**config.mk**
```make
export PLATFORM = sky130hd
export DESIGN_NAME = most_frequent_value
export DESIGN_NICKNAME = d
export VERILOG_FILES = /design/src/rtl/mfv_pkg.sv /design/src/rtl/most_frequent_value.sv
export SDC_FILE = /design/constraint.sdc
export NUM_CORES = 2
export LEC_CHECK = 0
export BUFFER_PORTS_ARGS = -buffer_cell sky130_fd_sc_hd__buf_2
export CAP_MARGIN = 5
export CORE_MARGIN = 5
export CORE_UTILIZATION = 49
export DETAILED_ROUTE_END_ITERATION = 10
export GPL_ROUTABILITY_DRIVEN = 0
export SYNTH_ARGS = -nofsm -noshare
export SYNTH_HDL_FRONTEND = slang
export SYNTH_SLANG_ARGS = --single-unit
```
**constraint.sdc**
```tcl
create_clock -name clk -period 7.95 [get_ports clk]
set_clock_uncertainty 0.2 [all_clocks]
set_input_delay 2.385 -clock clk [delete_from_list [all_inputs] [get_ports clk]]
set_output_delay 2.385 -clock clk [all_outputs]
set_load 0.05 [all_outputs]
```
**src/rtl/mfv_pkg.sv**
```systemverilog
`timescale 1ns / 1ps

package mfv_pkg;

  // Number of list elements kept in the element store.
  localparam int DEPTH = 64;

  // Store address width and element counter width (the counter also holds DEPTH itself).
  localparam int ADDR_W = (DEPTH > 1) ? $clog2(DEPTH) : 1;
  localparam int CNT_W  = $clog2(DEPTH + 1);

  // Field widths.
  localparam int VAL_W  = 32;
  localparam int FREQ_W = 7;

endpackage

```
**src/rtl/most_frequent_value.sv**
```systemverilog
`timescale 1ns / 1ps

// The result becomes valid once the closing word is accepted and the pairwise search ends,
// and is held back while an earlier result is still stalled at the output.
// The single read port of the element store sets the search length: every later element is read
// once for each earlier element.
// Throughput: one input word per cycle in S_LOAD; input is stalled in every other state.
// Reset (rst_n low, synchronous) empties the list, clears the overflow flag and drops any result.
module most_frequent_value (
  input  logic                             clk,
  input  logic                             rst_n,
  input  logic                             in_valid,
  output logic                             in_stall,
  input  logic signed [mfv_pkg::VAL_W-1:0] in_value,
  input  logic                             in_last,
  output logic                             out_valid,
  input  logic                             out_stall,
  output logic signed [mfv_pkg::VAL_W-1:0] out_mode_value,
  output logic [mfv_pkg::FREQ_W-1:0]       out_frequency,
  output logic                             out_overflow
);

  typedef enum logic [2:0] {
    S_LOAD,
    S_PIVOT,
    S_PWAIT,
    S_SCAN,
    S_EVAL,
    S_FINISH
  } state_t;

  // Element store: one write port for loading, one registered read port for the search.
  logic [mfv_pkg::VAL_W-1:0]  mem [mfv_pkg::DEPTH];
  logic [mfv_pkg::VAL_W-1:0]  rd_data_r;
  logic [mfv_pkg::ADDR_W-1:0] rd_addr;
  logic                       wr_en;

  state_t                     state_r, state_nxt;
  logic [mfv_pkg::CNT_W-1:0]  cnt_r, cnt_nxt;
  logic                       ovf_r, ovf_nxt;
  logic [mfv_pkg::ADDR_W-1:0] i_r, i_nxt;
  logic [mfv_pkg::CNT_W-1:0]  j_r, j_nxt;
  logic                       rd_pend_r, rd_pend_nxt;
  logic [mfv_pkg::VAL_W-1:0]  pivot_r, pivot_nxt;
  logic [mfv_pkg::CNT_W-1:0]  c_r, c_nxt;
  logic [mfv_pkg::VAL_W-1:0]  top_val_r, top_val_nxt;
  logic [mfv_pkg::CNT_W-1:0]  top_cnt_r, top_cnt_nxt;
  logic                       out_valid_r, out_valid_nxt;
  logic [mfv_pkg::VAL_W-1:0]  out_val_r, out_val_nxt;
  logic [mfv_pkg::FREQ_W-1:0] out_freq_r, out_freq_nxt;
  logic                       out_ovf_r, out_ovf_nxt;

  logic                       in_acc;
  logic                       store_room;
  logic [mfv_pkg::CNT_W-1:0]  i_next_cnt;

  assign in_stall   = (state_r != S_LOAD);
  assign in_acc     = in_valid && !in_stall;
  assign store_room = (cnt_r < mfv_pkg::CNT_W'(mfv_pkg::DEPTH));
  assign wr_en      = in_acc && store_room;
  assign i_next_cnt = mfv_pkg::CNT_W'(i_r) + mfv_pkg::CNT_W'(1);

  assign out_valid      = out_valid_r;
  assign out_mode_value = out_val_r;
  assign out_frequency  = out_freq_r;
  assign out_overflow   = out_ovf_r;

  // Element store write and registered read.
  always_ff @(posedge clk) begin
    if (wr_en) begin
      mem[cnt_r[mfv_pkg::ADDR_W-1:0]] <= in_value;
    end
    rd_data_r <= mem[rd_addr];
  end

  // Next-state logic for loading, the pairwise search and the result register.
  always_comb begin
    state_nxt     = state_r;
    cnt_nxt       = cnt_r;
    ovf_nxt       = ovf_r;
    i_nxt         = i_r;
    j_nxt         = j_r;
    rd_pend_nxt   = rd_pend_r;
    pivot_nxt     = pivot_r;
    c_nxt         = c_r;
    top_val_nxt   = top_val_r;
    top_cnt_nxt   = top_cnt_r;
    out_val_nxt   = out_val_r;
    out_freq_nxt  = out_freq_r;
    out_ovf_nxt   = out_ovf_r;
    out_valid_nxt = out_valid_r && out_stall;
    rd_addr       = i_r;

    case (state_r)
      S_LOAD: begin
        if (in_acc) begin
          if (store_room) begin
            cnt_nxt = cnt_r + mfv_pkg::CNT_W'(1);
          end else begin
            ovf_nxt = 1'b1;
          end
          if (in_last) begin
            i_nxt       = '0;
            top_val_nxt = '0;
            top_cnt_nxt = '0;
            state_nxt   = S_PIVOT;
          end
        end
      end

      // Read the pivot element.
      S_PIVOT: begin
        rd_addr   = i_r;
        state_nxt = S_PWAIT;
      end

      // Capture the pivot and start the scan over later elements.
      S_PWAIT: begin
        pivot_nxt   = rd_data_r;
        c_nxt       = mfv_pkg::CNT_W'(1);
        j_nxt       = i_next_cnt;
        rd_pend_nxt = 1'b0;
        state_nxt   = S_SCAN;
      end

      // One read issued and one compare done per cycle.
      S_SCAN: begin
        rd_addr = j_r[mfv_pkg::ADDR_W-1:0];
        if (rd_pend_r && (rd_data_r == pivot_r)) begin
          c_nxt = c_r + mfv_pkg::CNT_W'(1);
        end
        if (j_r < cnt_r) begin
          j_nxt       = j_r + mfv_pkg::CNT_W'(1);
          rd_pend_nxt = 1'b1;
        end else begin
          rd_pend_nxt = 1'b0;
          state_nxt   = S_EVAL;
        end
      end

      // Keep the pivot only on a strictly larger count, so the earliest wins ties.
      S_EVAL: begin
        if (c_r > top_cnt_r) begin
          top_cnt_nxt = c_r;
          top_val_nxt = pivot_r;
        end
        if (i_next_cnt < cnt_r) begin
          i_nxt     = i_r + mfv_pkg::ADDR_W'(1);
          state_nxt = S_PIVOT;
        end else begin
          state_nxt = S_FINISH;
        end
      end

      // Hand the result over once the output register is free.
      S_FINISH: begin
        if (!out_valid_r || !out_stall) begin
          out_valid_nxt = 1'b1;
          out_val_nxt   = top_val_r;
          out_freq_nxt  = mfv_pkg::FREQ_W'(top_cnt_r);
          out_ovf_nxt   = ovf_r;
          cnt_nxt       = '0;
          ovf_nxt       = 1'b0;
          state_nxt     = S_LOAD;
        end
      end

      default: begin
        state_nxt = S_LOAD;
      end
    endcase
  end

  // State and registered outputs.
  always_ff @(posedge clk) begin
    if (!rst_n) begin
      state_r     <= S_LOAD;
      cnt_r       <= '0;
      ovf_r       <= 1'b0;
      rd_pend_r   <= 1'b0;
      out_valid_r <= 1'b0;
      top_val_r   <= '0;
      top_cnt_r   <= '0;
    end else begin
      state_r     <= state_nxt;
      cnt_r       <= cnt_nxt;
      ovf_r       <= ovf_nxt;
      rd_pend_r   <= rd_pend_nxt;
      out_valid_r <= out_valid_nxt;
      top_val_r   <= top_val_nxt;
      top_cnt_r   <= top_cnt_nxt;
    end
    i_r        <= i_nxt;
    j_r        <= j_nxt;
    pivot_r    <= pivot_nxt;
    c_r        <= c_nxt;
    out_val_r  <= out_val_nxt;
    out_freq_r <= out_freq_nxt;
    out_ovf_r  <= out_ovf_nxt;
  end

endmodule
```
==> out/results.ini <==
[outcome]
status = complete, but fails checks
violations = capacitance limit, slew limit

[timing]
clock.fmax_mhz = 195.2
final_max_slew_viol_count = 2
number_of_endpoints_failing_setup_at_the_final_stage = 0
layout_min_cycle_time_ns = 5.122
worst-slew-pin-transition_ns = 1.519
slew-limit-headroom_pct = -2.559
rsz0062_at_grt = false
tns_ns = 0
timing.final.crit_share_pct = 64.43
final_hold_viol_count = 0

[setup_path]
ff2ff_setup_slack_ns = 2.83
required_ns = 8.42
worst-path-max-fanout = 107
setup.worst_path.end_class = flop
worstSetupStartpoint = state_r[0]
timing.critical_path.depth = 8
crit_path_cell_trace = nand3b_4 -> mux2i_4 -> buf_12 -> buf_4 -> mux2i_1 -> o22ai_1 -> o41ai_1 -> nand4_1
gate_family_responsible_for_the_most_delay_along_the_worst_path = compound AO/OA/AOI/OAI gates
cpPeakStageDelay_ns = 1.12
cp-start-kind = flop
cp_data_arrival_time_ns = 5.59
timing.reg2reg.worst_path_depth = 8
rr_startpoint = state_r[0]
timing.critical_path.to = rd_data_r[20]
cp.buffers_inverters = 2
r2r_end = rd_data_r[20]
critical-path-slowest-cell = o41ai_1
timing_worst_setup_path_type = flop to flop

[logic_synthesis]
synth.largest_area_cell = edfxtp_1
synth_enable_flop_cells = 2140
synth.yosys.warnings = 0
syn_area_um2 = 84370
number_of_register_bits_inferred_by_synthesis = 2224
synth_ff_type = edfxtp_1
postSynthCellCount = 4564
syn_avg_cell_area_um2 = 18.49
synth-xor-area-share_pct = 0.5190
synth_fa_ha_area_share_pct = 0.3411
ys_async_sr_fraction_pct = 0
synth.mux.area_fraction_pct = 12.17
ys_seq_area_share_pct = 78.16
syn-num-nets = 4624
synth_top_family_by_area = multiplexers
synthTopCellsByArea = edfxtp_1, mux2i_1, o22ai_1, dfxtp_1, o41ai_1
synth_cell_types = 45
synth_simple_gate_area_share_pct = 1.309
fraction_of_post_synthesis_cell_area_in_the_top_cell_type_by_area_pct = 76.16
synth-compound-area-share_pct = 5.883

[placement]
place.port_buffers = 78
placed_area_um2 = 88530
post-place-cells = 6844
place.detailed.hpwl_um = 127600

[global_routing]
grt.total_usage_pct = 23.77
grt_pass1_vias = 42350
antenna_found_initial = 7
grt_overflow = 0
grt_pass1_wl_um = 309600
grt_max_degree = 121

[power_and_ir_drop]
cellLeakagePower_nw = 33.14
pwr_density_cell_nw_per_um2 = 274.6
worst_ir_drop_vdd_v = 0.0001904

[cts]
maximum_clock_path_buffer_count = 3
cts.clk_slew.worst_paths_ns = 0.06
clock_latency_ns = 0.86
htree_num_levels = 4
tritoncts_num_sinks = 2224
gates_resized_cts_repair = 0
post-cts-setup-buffer-count = 0
cts_buffers = 219
clock-root-buffer = clkbuf_16
cts_tree = built
holdBufCountCts = 0

[layout]
final_cell_mix = edfxtp_1, mux2i_1, o22ai_1, clkbuf_16, buf_4
final_common_cell = edfxtp_1
final_net_count = 4817
layout.area.seq_um2 = 65940
final_design_area_no_fill_um2 = 95620
multiInputGateArea_um2 = 17850
final_cells = 7264
area_growth_syn_to_layout_pct = 13.33
layout-drive-gt1-share_pct = 13.03
fillerInstances = 13010

[drt]
first_iter_violations = 5043
firstDrtPassIters = 6
avgRoutedWirePerCell_um = 29.77
remaining_drc_errors = 0
routed_wl_um = 216300
detail-route-antenna-nets = 0
viasPerCell = 6.015
vias = 43690

[floorplan]
initial_utilization_pct = 49.24
die_area_um2 = 180600
die_width_um = 425.0
core_box_area_um2 = 171400
io_pins = 79
dieHeight_um = 425.0
rows = 152

[min_path]
worstHoldPathType = flop to flop
hold-path-cell-count = 0

[run]
max-cap-violations = 1

cell usage after synthesis (2+ instances only):
master    instances
a21boi_0          2
a21boi_1          2
a21o_1            2
a21oi_1           9
a22o_1           40
a31oi_1           3
and2_1            2
and3_1            5
buf_1             7
buf_2           157
buf_4            25
buf_6             2
clkbuf_1         66
dfxtp_1          84
edfxtp_1       2140
ha_1             23
inv_1            24
mux2i_1        1025
nand2_1          36
nand2b_1          6
nand3_1          24
nand3b_1          5
nand4_1          40
nor2_1           97
nor2b_1           4
nor3_1            5
nor4_1            4
o21a_1            2
o21ai_0          11
o21ai_1           6
o21bai_1          2
o22ai_1         514
o31ai_1           2
o41ai_1         128
or3_1             2
xnor2_1          30
xor2_1           20
sequential cells by signal, summed over array words and instances, names as in the netlist:
register / flops
top_val_r: 32
out_valid: 1
out_overflow: 1
top_cnt_r: 7
rd_pend_r: 1
state_r: 3
out_mode_value: 32
i_r: 6
cnt_r: 7
c_r: 7
j_r: 7
mem: 2048
ovf_r: 1
out_frequency: 7
rd_data_r: 32
pivot_r: 32
layout make-up:
| cell class | count | share of cell area (%) |
|---|---|---|
| diodes | 3 | 0.007851 |
| clock buffers | 302 | 6.374 |
| clock inverters | 113 | 0.9984 |
| well taps | 2310 | 3.023 |
| repair buffers | 229 | 1.861 |
| inverters | 25 | 0.09814 |
| flip-flops and latches | 2224 | 68.97 |
| multi-input cells | 2058 | 18.67 |
report_power, final:
part / switching (mW) / total, mW / internal, mW
Sequential: 0.295 / 13.4 / 13.1
Clock: 4.38 / 10.0 / 5.67
Combinational: 1.86 / 2.81 / 0.950
worst register-to-register path, stage by stage (launching register included):
cell and delay [ns]:
dfxtp_1 0.66, nand3b_4 0.49, mux2i_4 0.42, buf_12 0.55
buf_4 0.85, mux2i_1 0.34, o22ai_1 0.17, o41ai_1 1.12
nand4_1 0.14
routing by layer:
layer / vias to the layer above / share of wire (%) / global-route usage (%) / routed length (um)
met5: - / 0 / 0 / 0
met4: 0 / 2.3 / 5.911 / 5074
met3: 309 / 8.0 / 4.192 / 17250
met2: 1686 / 46 / 36.38 / 98870
met1: 22640 / 44 / 35.73 / 95080
li1: 19060 / - / - / -
cell families (layout without fill, tap and decap cells):
group,after synthesis,after routing
DFF,2224,2224
other,0,3
AOI/OAI and AO/OA,727,727
adders and majority gates,23,23
and+or+nand+nor,232,232
buffers and inverters,282,669
xor gates and xnor gates,50,50
muxes,1026,1026
worst min path at each step:
stage | startpoint | endpoint | slack, ns
after detailed placement | top_val_r[28] | out_mode_value[28] | 0.22
final | top_val_r[14] | out_mode_value[14] | 0.23
after CTS | top_val_r[30] | out_mode_value[30] | 0.24
after global placement | top_val_r[24] | out_mode_value[24] | 0.22
after global routing | top_val_r[27] | out_mode_value[27] | 0.24
after floorplan | rd_data_r[10] | pivot_r[10] | 0.21
stage by stage:
step | util (%) | power, mW | worst slack (ns) | hold slack (ns)
floorplan | - | 15.15 | 3.015 | 0.2082
global placement | 51.63 | 16.41 | 2.128 | 0.2193
detailed placement | 51.66 | 16.44 | 2.132 | 0.2174
CTS | 55.78 | 26.39 | 2.782 | 0.2353
global route | 55.80 | 27.08 | 2.670 | 0.2406
finish | 55.80 | 26.25 | 2.828 | 0.2346
(Power assumes the default switching activity.)
